--- src/hdl/assert_macros.svh ---
// ---------------------------------------------------------------------------
// Assertion macros
// Shared concurrent assertion wrappers for the deframer RTL.
// ---------------------------------------------------------------------------
`ifndef ASSERT_MACROS_SVH
`define ASSERT_MACROS_SVH

// Condition must hold on every clock edge outside reset
`define WSD_ASSERT_ALWAYS(lbl, clk, rstn, cond) \
  lbl: assert property (@(posedge clk) disable iff (!rstn) (cond)) \
    else $error("deframer assertion failed");

// Consequent must hold in the same cycle as the antecedent
`define WSD_ASSERT_IMPLIES(lbl, clk, rstn, ante, cons) \
  lbl: assert property (@(posedge clk) disable iff (!rstn) (ante) |-> (cons)) \
    else $error("deframer assertion failed");

// Consequent must hold in the cycle after the antecedent
`define WSD_ASSERT_NEXT(lbl, clk, rstn, ante, cons) \
  lbl: assert property (@(posedge clk) disable iff (!rstn) (ante) |=> (cons)) \
    else $error("deframer assertion failed");

`endif

--- src/hdl/wsd_pkg.sv ---
// ---------------------------------------------------------------------------
// wsd_pkg
// Types and constants shared by the WebSocket deframer modules.
// ---------------------------------------------------------------------------
package wsd_pkg;

  // Field widths
  localparam int unsigned BYTE_W = 8;
  localparam int unsigned LEN_W  = 63;
  localparam int unsigned OP_W   = 4;

  // Reset value of the maximum extended payload length
  localparam logic [LEN_W-1:0] MAX_LEN_RESET = 63'd1048576;

  // Header byte fields
  localparam logic [7:0] HDR_RSV_BITS = 8'h70;
  localparam logic [7:0] HDR_TOP_BIT  = 8'h80;
  localparam logic [7:0] HDR_OP_BITS  = 8'h0F;
  localparam logic [6:0] LEN_EXT16    = 7'h7E;
  localparam logic [6:0] LEN_EXT64    = 7'h7F;

  // Opcodes accepted
  localparam logic [OP_W-1:0] OP_TEXT   = 4'd1;
  localparam logic [OP_W-1:0] OP_BINARY = 4'd2;
  localparam logic [OP_W-1:0] OP_CLOSE  = 4'd8;
  localparam logic [OP_W-1:0] OP_PING   = 4'd9;
  localparam logic [OP_W-1:0] OP_PONG   = 4'd10;

  // Result status codes
  typedef enum logic [1:0] {
    ST_PAYLOAD    = 2'd0,
    ST_HEADER     = 2'd1,
    ST_ERROR      = 2'd2,
    ST_INCOMPLETE = 2'd3
  } status_t;

  // One input beat
  typedef struct packed {
    logic [BYTE_W-1:0] rx_byte;
    logic              buffer_end;
  } beat_t;

  // One result beat
  typedef struct packed {
    status_t           status;
    logic [OP_W-1:0]   opcode;
    logic [BYTE_W-1:0] payload_byte;
    logic [LEN_W-1:0]  payload_length;
    logic              last_payload;
  } res_t;

  // True for an opcode the deframer accepts
  function automatic logic op_ok(input logic [OP_W-1:0] op);
    logic ok;
    ok = (op == OP_TEXT) || (op == OP_BINARY) || (op == OP_CLOSE) ||
         (op == OP_PING) || (op == OP_PONG);
    return ok;
  endfunction

endpackage

--- src/hdl/websocket_frame_deframer_core.sv ---
// ---------------------------------------------------------------------------
// websocket_frame_deframer_core
// Client-to-server WebSocket deframer: checks headers, decodes lengths,
// strips the mask and emits one result beat per received byte at most.
// ---------------------------------------------------------------------------
//  Channel | Direction | Handshake           | Payload
//  in_     | input     | in_valid / in_stall  | rx_byte, buffer_end
//  out_    | output    | out_valid / out_stall| status, opcode, payload_byte,
//          |           |                      | payload_length, last_payload
//  cfg_    | input     | cfg_we               | cfg_wdata (max payload length)
//
// One byte is accepted per cycle while in_stall is low. A byte lands in the
// input register, is decoded from there and its result is loaded into the result
// register when the frame logic takes the byte.
// Bytes that give no result still pass through the state machine.
// Reset is synchronous, active low; it returns to the first header byte and
// restores the maximum length to 1048576. No clearing pass is needed.
// A stall on the result side backs up through the input register into
// in_stall in the same cycle.
// ---------------------------------------------------------------------------
module websocket_frame_deframer_core (
  input  logic        clk,
  input  logic        rst_n,
  input  logic        cfg_we,
  input  logic [62:0] cfg_wdata,
  input  logic        in_valid,
  output logic        in_stall,
  input  logic [7:0]  in_rx_byte,
  input  logic        in_buffer_end,
  output logic        out_valid,
  input  logic        out_stall,
  output logic [1:0]  out_status,
  output logic [3:0]  out_opcode,
  output logic [7:0]  out_payload_byte,
  output logic [62:0] out_payload_length,
  output logic        out_last_payload
);
  import wsd_pkg::*;

  logic  s1_valid;
  beat_t s1_beat;
  logic  take;
  res_t  res;

  // Input register
  wsd_in_stage u_in_stage (
    .clk           (clk),
    .rst_n         (rst_n),
    .in_valid      (in_valid),
    .in_stall      (in_stall),
    .in_rx_byte    (in_rx_byte),
    .in_buffer_end (in_buffer_end),
    .s1_valid      (s1_valid),
    .s1_beat       (s1_beat),
    .take          (take)
  );

  // Frame state machine and result register
  wsd_frame_fsm u_frame_fsm (
    .clk       (clk),
    .rst_n     (rst_n),
    .cfg_we    (cfg_we),
    .cfg_wdata (cfg_wdata),
    .s1_valid  (s1_valid),
    .s1_beat   (s1_beat),
    .take      (take),
    .out_valid (out_valid),
    .out_stall (out_stall),
    .res       (res)
  );

  // Unpack the result beat
  assign out_status         = res.status;
  assign out_opcode         = res.opcode;
  assign out_payload_byte   = res.payload_byte;
  assign out_payload_length = res.payload_length;
  assign out_last_payload   = res.last_payload;

endmodule

--- src/hdl/wsd_in_stage.sv ---
// ---------------------------------------------------------------------------
// wsd_in_stage
// Input register: captures one received beat and holds it until the frame
// logic takes it.
// ---------------------------------------------------------------------------
module wsd_in_stage (
  input  logic          clk,
  input  logic          rst_n,
  input  logic          in_valid,
  output logic          in_stall,
  input  logic [7:0]    in_rx_byte,
  input  logic          in_buffer_end,
  output logic          s1_valid,
  output wsd_pkg::beat_t s1_beat,
  input  logic          take
);
  import wsd_pkg::*;

  logic  valid_r, valid_nxt;
  beat_t beat_r, beat_nxt;
  logic  load;

  // Stall while a held beat cannot move on
  assign in_stall = valid_r && !take;
  assign load     = in_valid && !in_stall;

  // Refill whenever the register is free or being emptied
  always_comb begin
    valid_nxt = in_stall ? valid_r : in_valid;
    beat_nxt  = beat_r;
    if (load) begin
      beat_nxt.rx_byte    = in_rx_byte;
      beat_nxt.buffer_end = in_buffer_end;
    end
  end

  always_ff @(posedge clk) begin
    if (!rst_n) begin
      valid_r <= 1'b0;
    end else begin
      valid_r <= valid_nxt;
    end
    beat_r <= beat_nxt;
  end

  assign s1_valid = valid_r;
  assign s1_beat  = beat_r;

endmodule

--- src/hdl/wsd_frame_fsm.sv ---
// ---------------------------------------------------------------------------
// wsd_frame_fsm
// Frame state machine: header checks, length decode, mask capture, payload
// unmasking and the registered result beat.
// ---------------------------------------------------------------------------
`include "assert_macros.svh"

module wsd_frame_fsm (
  input  logic           clk,
  input  logic           rst_n,
  input  logic           cfg_we,
  input  logic [62:0]    cfg_wdata,
  input  logic           s1_valid,
  input  wsd_pkg::beat_t s1_beat,
  output logic           take,
  output logic           out_valid,
  input  logic           out_stall,
  output wsd_pkg::res_t  res
);
  import wsd_pkg::*;

  typedef enum logic [2:0] {
    PH_HDR0    = 3'd0,
    PH_HDR1    = 3'd1,
    PH_EXT16   = 3'd2,
    PH_EXT64   = 3'd3,
    PH_MASK    = 3'd4,
    PH_PAYLOAD = 3'd5,
    PH_DISCARD = 3'd6
  } phase_t;

  phase_t           phase_r, phase_nxt;
  logic [3:0]       ext_left_r, ext_left_nxt;
  logic [LEN_W-1:0] frame_len_r, frame_len_nxt;
  logic [31:0]      mask_key_r, mask_key_nxt;
  logic [1:0]       mask_idx_r, mask_idx_nxt;
  logic [LEN_W-1:0] payload_left_r, payload_left_nxt;
  logic [OP_W-1:0]  opcode_r, opcode_nxt;
  logic [LEN_W-1:0] max_len_r, max_len_nxt;
  logic             out_valid_r, out_valid_nxt;
  res_t             res_r, res_nxt;

  logic             out_ready;
  logic [7:0]       b;
  logic             e;
  logic             do_fail;
  logic             do_pending;
  logic             emit;
  res_t             res_calc;
  phase_t           phase_calc;
  logic [LEN_W-1:0] len_shift;
  logic [7:0]       key_byte;

  // Take a beat when the result register is free or being drained
  assign out_ready = !out_valid_r || !out_stall;
  assign take      = s1_valid && out_ready;

  assign b = s1_beat.rx_byte;
  assign e = s1_beat.buffer_end;

  assign len_shift = {frame_len_r[LEN_W-9:0], b};

  // Pick the key byte for this payload position, first key byte on top
  always_comb begin
    case (mask_idx_r)
      2'd0:    key_byte = mask_key_r[31:24];
      2'd1:    key_byte = mask_key_r[23:16];
      2'd2:    key_byte = mask_key_r[15:8];
      default: key_byte = mask_key_r[7:0];
    endcase
  end

  // Decode one beat against the current phase
  always_comb begin
    ext_left_nxt     = ext_left_r;
    frame_len_nxt    = frame_len_r;
    mask_key_nxt     = mask_key_r;
    mask_idx_nxt     = mask_idx_r;
    payload_left_nxt = payload_left_r;
    opcode_nxt       = opcode_r;
    phase_calc       = phase_r;
    do_fail          = 1'b0;
    do_pending       = 1'b0;
    emit             = 1'b0;
    res_calc         = '0;

    case (phase_r)
      PH_HDR0: begin
        if (((b & HDR_RSV_BITS) != 8'h00) || ((b & HDR_TOP_BIT) == 8'h00) ||
            !op_ok(b[3:0] & HDR_OP_BITS[3:0])) begin
          do_fail = 1'b1;
        end else begin
          opcode_nxt = b[3:0];
          phase_calc = PH_HDR1;
          do_pending = 1'b1;
        end
      end
      PH_HDR1: begin
        if ((b & HDR_TOP_BIT) == 8'h00) begin
          do_fail = 1'b1;
        end else begin
          frame_len_nxt = '0;
          mask_idx_nxt  = 2'd0;
          if (b[6:0] == LEN_EXT16) begin
            ext_left_nxt = 4'd2;
            phase_calc   = PH_EXT16;
          end else if (b[6:0] == LEN_EXT64) begin
            ext_left_nxt = 4'd8;
            phase_calc   = PH_EXT64;
          end else begin
            frame_len_nxt = {{(LEN_W-7){1'b0}}, b[6:0]};
            phase_calc    = PH_MASK;
          end
          do_pending = 1'b1;
        end
      end
      PH_EXT16, PH_EXT64: begin
        if ((phase_r == PH_EXT64) && (ext_left_r == 4'd8) &&
            ((b & HDR_TOP_BIT) != 8'h00)) begin
          do_fail = 1'b1;
        end else begin
          frame_len_nxt = len_shift;
          ext_left_nxt  = ext_left_r - 4'd1;
          if (ext_left_r == 4'd1) begin
            if ((phase_r == PH_EXT64) && (len_shift > max_len_r)) begin
              do_fail = 1'b1;
            end else begin
              mask_idx_nxt = 2'd0;
              phase_calc   = PH_MASK;
              do_pending   = 1'b1;
            end
          end else begin
            do_pending = 1'b1;
          end
        end
      end
      PH_MASK: begin
        mask_key_nxt = {mask_key_r[23:0], b};
        if (mask_idx_r != 2'd3) begin
          mask_idx_nxt = mask_idx_r + 2'd1;
          do_pending   = 1'b1;
        end else begin
          mask_idx_nxt     = 2'd0;
          payload_left_nxt = frame_len_r;
          emit             = 1'b1;
          if (frame_len_r == '0) begin
            phase_calc            = PH_HDR0;
            res_calc.status       = ST_HEADER;
            res_calc.opcode       = opcode_r;
            res_calc.last_payload = 1'b1;
          end else if (e) begin
            phase_calc      = PH_HDR0;
            res_calc.status = ST_INCOMPLETE;
          end else begin
            phase_calc              = PH_PAYLOAD;
            res_calc.status         = ST_HEADER;
            res_calc.opcode         = opcode_r;
            res_calc.payload_length = frame_len_r;
          end
        end
      end
      PH_PAYLOAD: begin
        mask_idx_nxt     = mask_idx_r + 2'd1;
        payload_left_nxt = payload_left_r - {{(LEN_W-1){1'b0}}, 1'b1};
        emit             = 1'b1;
        if (payload_left_r == {{(LEN_W-1){1'b0}}, 1'b1}) begin
          phase_calc            = PH_HDR0;
          res_calc.status       = ST_PAYLOAD;
          res_calc.opcode       = opcode_r;
          res_calc.payload_byte = b ^ key_byte;
          res_calc.last_payload = 1'b1;
        end else if (e) begin
          phase_calc      = PH_HDR0;
          res_calc.status = ST_INCOMPLETE;
        end else begin
          res_calc.status       = ST_PAYLOAD;
          res_calc.opcode       = opcode_r;
          res_calc.payload_byte = b ^ key_byte;
        end
      end
      PH_DISCARD: begin
        if (e) begin
          phase_calc = PH_HDR0;
        end
      end
      default: begin
        phase_calc = PH_HDR0;
      end
    endcase

    // Report an error once, then drop to the end of the buffer
    if (do_fail) begin
      phase_calc      = e ? PH_HDR0 : PH_DISCARD;
      emit            = 1'b1;
      res_calc        = '0;
      res_calc.status = ST_ERROR;
    end

    // Buffer end inside the header drops the partial frame
    if (do_pending && e) begin
      phase_calc      = PH_HDR0;
      emit            = 1'b1;
      res_calc        = '0;
      res_calc.status = ST_INCOMPLETE;
    end
  end

  // Commit the beat or hold; drain the result register when it is taken
  always_comb begin
    phase_nxt   = take ? phase_calc : phase_r;
    res_nxt     = take ? res_calc : res_r;
    max_len_nxt = cfg_we ? cfg_wdata : max_len_r;
    if (take) begin
      out_valid_nxt = emit;
    end else if (out_ready) begin
      out_valid_nxt = 1'b0;
    end else begin
      out_valid_nxt = out_valid_r;
    end
  end

  always_ff @(posedge clk) begin
    if (!rst_n) begin
      phase_r     <= PH_HDR0;
      out_valid_r <= 1'b0;
      max_len_r   <= MAX_LEN_RESET;
    end else begin
      phase_r     <= phase_nxt;
      out_valid_r <= out_valid_nxt;
      max_len_r   <= max_len_nxt;
    end
    if (take) begin
      ext_left_r     <= ext_left_nxt;
      frame_len_r    <= frame_len_nxt;
      mask_key_r     <= mask_key_nxt;
      mask_idx_r     <= mask_idx_nxt;
      payload_left_r <= payload_left_nxt;
      opcode_r       <= opcode_nxt;
    end
    res_r <= res_nxt;
  end

  assign out_valid = out_valid_r;
  assign res       = res_r;

  // A new result only appears after a beat was taken
  `WSD_ASSERT_IMPLIES(a_rose_after_take, clk, rst_n, $rose(out_valid_r), $past(take))
  // Discarded bytes never produce a result
  `WSD_ASSERT_NEXT(a_discard_silent, clk, rst_n, take && (phase_r == PH_DISCARD), !out_valid_r)
  // Payload phase always has bytes left to count
  `WSD_ASSERT_IMPLIES(a_payload_left, clk, rst_n, phase_r == PH_PAYLOAD, payload_left_r != '0)
  // Empty-frame header carries a zero length
  `WSD_ASSERT_IMPLIES(a_empty_header, clk, rst_n,
    out_valid_r && (res_r.status == ST_HEADER) && res_r.last_payload,
    res_r.payload_length == '0)

endmodule
--- config.mk ---
export PLATFORM = sky130hd
export DESIGN_NAME = websocket_frame_deframer_core
export DESIGN_NICKNAME = d
export VERILOG_FILES = /design/src/hdl/wsd_pkg.sv /design/src/hdl/websocket_frame_deframer_core.sv /design/src/hdl/wsd_in_stage.sv /design/src/hdl/wsd_frame_fsm.sv
export VERILOG_INCLUDE_DIRS = /design/src /design/src/hdl
export SDC_FILE = /design/constraint.sdc
export NUM_CORES = 1
export LEC_CHECK = 0
export BUFFER_PORTS_ARGS = -buffer_cell sky130_fd_sc_hd__buf_4
export CORE_ASPECT_RATIO = 0.5
export CORE_MARGIN = 2
export CORE_UTILIZATION = 55
export CTS_BUF_LIST = sky130_fd_sc_hd__clkbuf_8
export CTS_CLUSTER_DIAMETER = 30
export CTS_CLUSTER_SIZE = 25
export DETAILED_ROUTE_END_ITERATION = 7
export PLACE_DENSITY = 0.78
export SLEW_MARGIN = 0
export SYNTH_ARGS = -nofsm -noshare
export SYNTH_HDL_FRONTEND = slang
export SYNTH_HIERARCHICAL = 1
export SYNTH_SLANG_ARGS = --single-unit
--- constraint.sdc ---
create_clock -name clk -period 9.1 [get_ports clk]
set_input_delay 1.82 -clock clk [delete_from_list [all_inputs] [get_ports clk]]
set_output_delay 1.82 -clock clk [all_outputs]
set_load 0.02 [all_outputs]
==> metrics.md, run 1 <==
| Metric | Value |
|---|---|
| Syn avg cell area | between 10 and 15 um^2 |
| Worst Path Required | 7.28 ns |
| Share of layout cells above drive strength 1 | around 17% |
| Flop2flop setup slack | about 5.5 ns |
| Startpoint Class | primary input |
| Cells after synthesis | 1345 |
| Mapped Nets | roughly 1500 |
| RSZ-0062 raised after global routing | false |
| Hold Path Class | register to register |
| Initial antenna violation count | 1 |
| Post-Route WL | around 36 mm |
| First-pass iteration count of the detailed router | 8 |
| Count leader, synth | edfxtp_1 |
| Worst hold margin | between 0.4 and 0.5 ns |
| Final number of hold-violating endpoints | 0 |
| Clock Latency Late Sink | ~0.58 ns |
| CTS tree | done |
| Min Tclk post-route | approximately 4.5 ns |
| GRT overflow | 0 |
| CTS Hold Bufs | 0 |
| Final GP Congestion | approximately 0.85 |
| Pwr Total | approximately 3200 uW |
| Slew Limit Fails | 0 |
| Yosys warns | 6 |
| Core area | 0.02760 mm^2 |
| H-tree Lvls | 2 |
| Fmax | roughly 220 MHz |
| Clk_skew | ~0.023 ns |
| Gr usage total | roughly 25% |
| Via Count | between 10000 and 15000 |
| R2R Path Start | u_frame_fsm/phase_r[0]$_SDFFE_PN0P_ |
| Post-DR vias/cell | between 5 and 6 |
| CP Capture Type | output port |
| Cts bufs inserted | ~40 |
| Post-route ant nets | 0 |
| First-pass GRT wire length | 55.83 mm |
| Clock Sinks | between 300 and 400 |
| Synth cell count leaders | 255 x edfxtp_1, 123 x and2_1, 117 x nor2_1 |
| Largest net degree at the start of global routing | between 100 and 150 |
| Synth Register Bits | approximately 320 |
| PD cells | between 150 and 200 mW/mm^2 |
| Top_reg_cell synth | edfxtp_1 |
| MaxCap Viol Count | 0 |
| Worst hold path cell count | 0 |
| Violated checks | DRC |
| Fraction of registers with async set/reset | 0% |
| Wire length per cell | 18.69 um |
| Clock tree buffer depth | 3 |
| Synth unique cells | 69 |
| Vias in the first global route | 10690 |
| Row count | between 40 and 50 |
| Worst-path clk slew | ~0.090 ns |
| Resized Gates After CTS | 0 |
| Max VDD drop | ~0.00013 V |
| Static Leak | about 0.0068 uW |
| Ant. Diodes | 0 |
| Setup CP Type | primary input to output port |
| FF-to-FF End | u_frame_fsm/payload_left_r[38]$_DFFE_PP_ |
| Crit Path Max Fanout | 6 |
| Chip width | between 200 and 250 um |
| Starting density of the core | approximately 56% |
| Iteration-0 DRC Markers | ~1000 |
| I/O pins | between 150 and 200 |
| Nets | approximately 1600 |
| Slew at the pin with the worst max-slew slack | approximately 1.2 ns |
| Yosys top cell area share | between 40% and 50% |
| Top cells by area, synth | edfxtp_1 50%, dfxtp_1 8.8%, ha_1 5.9%, and2_1 5.0%, mux2i_1 4.0% |
| Post-Syn Area | 0.01540 mm^2 |
| Worst R2R Path Depth | 4 |
| Port Buffer Count | roughly 160 |
| Ratio of final minimum period to clock period | 49.97% |
| Die area | around 0.029 mm^2 |
| Synth area leader | edfxtp_1 |
| Worst endpoint data arrival time | 2.73 ns |
| HPWL after DPL | 24.29 mm |
| DRC | 2 |
| Pre-CTS setup slack | between 4 and 5 ns |
| # setup viols final | 0 |
| Hold Path Origin | u_frame_fsm/mask_key_r[12]$_DFFE_PP_ |
| Worst slew margin | 22.31% |
| Post-synth EDFFs | ~260 |
| Hold Crit Endpoint | u_frame_fsm/mask_key_r[20]$_DFFE_PP_ |
| Area grow syn2layout | 16.15% |
| Die Ht | 122.3 um |
| Root Buffer | clkbuf_8 |
| Setup_tns | 0 ns |
| Final Util | 64.80% |
| Final WS setup | 4.553 ns |
| Outcome | finished, violations left |
| Sequential share of the synthesized area | about three fifths |
| Setup Buffers After CTS | 0 |
==> cell type report <==
class / count / area [um^2]
clock buffers: 41 / 564.3
clock inverters: 32 / 367.9
fillers: 2092 / 9716
inverters: 78 / 294.0
multi-input cells: 891 / 5931
flip-flops and latches: 323 / 9019
well taps: 382 / 478.0
repair buffers: 164 / 1231
==> metal layers <==
layer / up-vias / share of wire, % / GRT usage (%) / wire length [um]
met3: 79 / 7.9 / 5.106 / 2825
met4: 0 / 2.4 / 7.842 / 855
met1: 5232 / 43 / 33.00 / 15190
li1: 5107 / - / - / -
met2: 441 / 47 / 40.29 / 16850
met5: - / 0 / 0 / 0
==> report_power, final <==
group	internal (uW)	switching [uW]
registers	1650	47.7
logic	121	161
clock network	620	590
==> per-stage QoR <==
step,instance area [um^2],cells
after floorplan,15400,1345
after global routing,17880,1911
final,17880,1911
after global placement,16950,1838
after CTS,17880,1911
after detailed placement,16950,1838
==> worst max path at each step <==
| stage | startpoint | end | slack [ns] |
|---|---|---|---|
| floorplan | out_stall | u_frame_fsm/ext_left_r[0]$_SDFFCE_PP0P_ | 2.63 |
| global placement | out_stall | in_stall | 4.56 |
| detailed placement | out_stall | in_stall | 4.57 |
| CTS | out_stall | in_stall | 4.56 |
| global route | out_stall | in_stall | 4.46 |
| finish | out_stall | in_stall | 4.55 |
==> kinds of logic after synthesis <==
group / after synthesis / share of synthesized area, %
simple gates: 518 / 17.84
flops: 323 / 58.57
compound gates: 172 / 6.704
buf+inv: 131 / 3.201
fa+ha+maj: 72 / 5.850
xor+xnor: 67 / 3.811
mux: 62 / 4.030
==> layout by cell type, fill, tap and decap left out, types with 41 or more instances in the layout <==
master / instances
o21ai_0: 71
buf_4: 164
dfxtp_1: 68
and2_1: 123
ha_1: 72
edfxtp_1: 255
mux2i_1: 62
inv_1: 79
nand2_1: 108
xnor2_1: 51
clkbuf_8: 41
nor2_1: 116
==> critical path: stages <==
cell      delay [ns]
buf_4           0.08
nand2_1         0.05
nand2_1         0.31
clkinv_2        0.16
nor2b_4         0.15
buf_4           0.15
==> registers in the layout (all words and copies together) (netlist names) <==
register and flops:
u_frame_fsm/out_valid 1, u_in_stage/s1_beat 9, u_frame_fsm/max_len_r 63, u_frame_fsm/mask_idx_r 2, u_frame_fsm/res 78, u_frame_fsm/phase_r 3, u_in_stage/s1_valid 1, u_frame_fsm/mask_key_r 32
u_frame_fsm/ext_left_r 4, u_frame_fsm/payload_left_r 63, u_frame_fsm/opcode_r 4, u_frame_fsm/frame_len_r 63
(Power assumes the default switching activity.)
==> run 2: changes to the inputs <==
--- a/config.mk
+++ b/config.mk
@@ -9,12 +9,12 @@
 export BUFFER_PORTS_ARGS = -buffer_cell sky130_fd_sc_hd__buf_4
 export CORE_ASPECT_RATIO = 0.5
 export CORE_MARGIN = 2
-export CORE_UTILIZATION = 55
+export CORE_UTILIZATION = 61
 export CTS_BUF_LIST = sky130_fd_sc_hd__clkbuf_8
 export CTS_CLUSTER_DIAMETER = 30
 export CTS_CLUSTER_SIZE = 25
 export DETAILED_ROUTE_END_ITERATION = 7
-export PLACE_DENSITY = 0.78
+export PLACE_DENSITY = 0.82
 export SLEW_MARGIN = 0
 export SYNTH_ARGS = -nofsm -noshare
 export SYNTH_HDL_FRONTEND = slang
==> constraint.sdc (replaced) <==
create_clock -name clk -period 4.6 [get_ports clk]
set_input_delay 0.92 -clock clk [delete_from_list [all_inputs] [get_ports clk]]
set_output_delay 0.92 -clock clk [all_outputs]
set_load 0.02 [all_outputs]
==> run 2 against run 1 <==
The flow now finishes without violations. Sequential share of layout area is 0.38 points higher. Utilization grew 6.2 points. Register-to-register slack worse by 4.4 ns. Final area fell by 0.76%. Critical endpoint is now u_frame_fsm/payload_left_r[61]$_DFFE_PP_.
==> metrics.md, run 2 (synthesis results as in run 1) <==
| Metric | Value |
|---|---|
| Ant. Diodes | 0 |
| H-tree Lvls | 2 |
| Vias in the first global route | between 10000 and 15000 |
| Final number of hold-violating endpoints | 0 |
| Share of layout cells above drive strength 1 | approximately 17% |
| Final GP Congestion | a little under 0.9 |
| HPWL after DPL | 25.21 mm |
| Fmax | 290.4 MHz |
| Worst endpoint data arrival time | between 3 and 4 ns |
| Flop2flop setup slack | between 1 and 1.5 ns |
| Min Tclk post-route | 3.444 ns |
| Die area | roughly 0.027 mm^2 |
| Area grow syn2layout | 15.27% |
| Setup Buffers After CTS | 0 |
| Setup CP Type | register to register |
| Wl on met1 | 15.73 mm |
| Post-Route WL | roughly 37 mm |
| GRT overflow | 0 |
| Top Layer Used | met4 |
| Non-Filler Instances | about 1900 |
| Final WS setup | around 1.2 ns |
| Wire length per cell | approximately 20 um |
| Post-route ant nets | 0 |
| Die Ht | 116.3 um |
| DR WL met2 | between 15 and 20 mm |
| Worst R2R Path Depth | 8 |
| # fillers | between 1500 and 2000 |
| Max reg flops | 78 |
| PD cells | between 300 and 400 mW/mm^2 |
| Root Buffer | clkbuf_8 |
| Multi-input gate area | roughly 0.0059 mm^2 |
| Via Count | 10950 |
| Starting density of the core | 61.64% |
| DRC | 0 |
| Worst hold path cell count | 0 |
| Resized Gates After CTS | 0 |
| Chip width | 228.7 um |
| First-pass iteration count of the detailed router | 5 |
| Outcome | finished clean |
| Slew Limit Fails | 0 |
| Worst slew margin | between 10% and 20% |
| Worst Path Required | between 4 and 5 ns |
| Hold Path Class | register to register |
| Most frequent cells in the layout | 255 x edfxtp_1, 165 x buf_4, 123 x and2_1 |
| Clock Latency Late Sink | 0.58 ns |
| Slew at the pin with the worst max-slew slack | 1.268 ns |
| Clk_skew | between 0.02 and 0.03 ns |
| First-pass GRT wire length | between 50 and 60 mm |
| Max VDD drop | between 0.0002 and 0.00025 V |
| Row count | between 40 and 50 |
| Post-DR vias/cell | 5.857 |
| Startpoint Class | register |
| CTS Hold Bufs | 0 |
| Final Util | a little under three quarters |
| Met3 wire length | between 3 and 4 mm |
| Worst-path clk slew | approximately 0.1 ns |
| Commonest non-fill, non-tap cell in the layout | edfxtp_1 |
| FF+latch area | about 0.009 mm^2 |
| # setup viols final | 0 |
| Largest net degree at the start of global routing | approximately 130 |
| Iteration-0 DRC Markers | roughly 1200 |
| RSZ-0062 raised after global routing | false |
| Setup_tns | 0 ns |
| Initial antenna violation count | 0 |
| Clock tree buffer depth | 3 |
| Gr usage total | ~28% |
| I/O pins | approximately 160 |
| Pre-CTS setup slack | 1.209 ns |
| Clock Sinks | 323 |
| CP Capture Type | register |
| Nets | 1646 |
| Port Buffer Count | approximately 160 |
| Static Leak | 0.006780 uW |
| Cts bufs inserted | 38 |
| MaxCap Viol Count | 0 |
| CTS tree | done |
| Placed cell count | between 1500 and 2000 |
| Crit Path Max Fanout | 8 |
| Ratio of final minimum period to clock period | about 75% |
| Core area | about 0.025 mm^2 |
==> run 2: cell count changes in the layout (fill, tap and decap cells not counted), sizes merged <==
| cell | previous run | this run |
|---|---|---|
| buf | 164 | 165 |
| inv | 87 | 86 |
| clkbuf | 41 | 42 |
| bufinv | 6 | 3 |
| clkinv | 11 | 10 |
==> run 2: final timing paths <==
check / startpoint / endpoint
worst min register to register: u_frame_fsm/mask_key_r[1]$_DFFE_PP_ / u_frame_fsm/mask_key_r[9]$_DFFE_PP_
worst max register to register: u_frame_fsm/payload_left_r[11]$_DFFE_PP_ / u_frame_fsm/payload_left_r[61]$_DFFE_PP_
worst max-delay path: u_frame_fsm/payload_left_r[11]$_DFFE_PP_ / u_frame_fsm/payload_left_r[61]$_DFFE_PP_
worst min-delay path: u_frame_fsm/mask_key_r[1]$_DFFE_PP_ / u_frame_fsm/mask_key_r[9]$_DFFE_PP_
==> run 2: worst max-delay path: stages (launching register included) <==
cell	delay (ns)
edfxtp_1	0.42
nor4_1	0.66
nand3_1	0.45
or4b_1	0.80
nor2_4	0.21
nand2_2	0.17
nor3_2	0.24
xnor2_1	0.14
o21ai_1	0.07
==> run 2: final cells by class <==
| class | count | share of cell area, % |
|---|---|---|
| flip-flops and latches | 323 | 50.81 |
| clock buffers | 42 | 3.257 |
| multi-input cells | 891 | 33.41 |
| inverters | 78 | 1.657 |
| clock inverters | 27 | 1.459 |
| repair buffers | 165 | 6.979 |
| well taps | 344 | 2.425 |
==> run 2: per-layer routing <==
metal	track usage [%]	vias to the layer above
li1	-	5105
met1	38.82	5305
met2	44.90	477
met3	4.883	65
met4	7.320	0
met5	0	-
==> run 2: per-stage QoR <==
stage,power (uW),instance area [um^2],hold WS (ns)
finish,6116,17750,0.4450
global placement,3952,16910,0.4295
CTS,6149,17750,0.4506
global route,6331,17750,0.4636
detailed placement,3982,16910,0.4340
floorplan,3744,15420,0.4260
==> run 2: report_power, final <==
group | switching (uW) | internal (uW) | total, uW
logic | 330 | 239 | 569
registers | 93.2 | 3260 | 3360
clock network | 1130 | 1060 | 2190
total | 1560 | 4560 | 6120
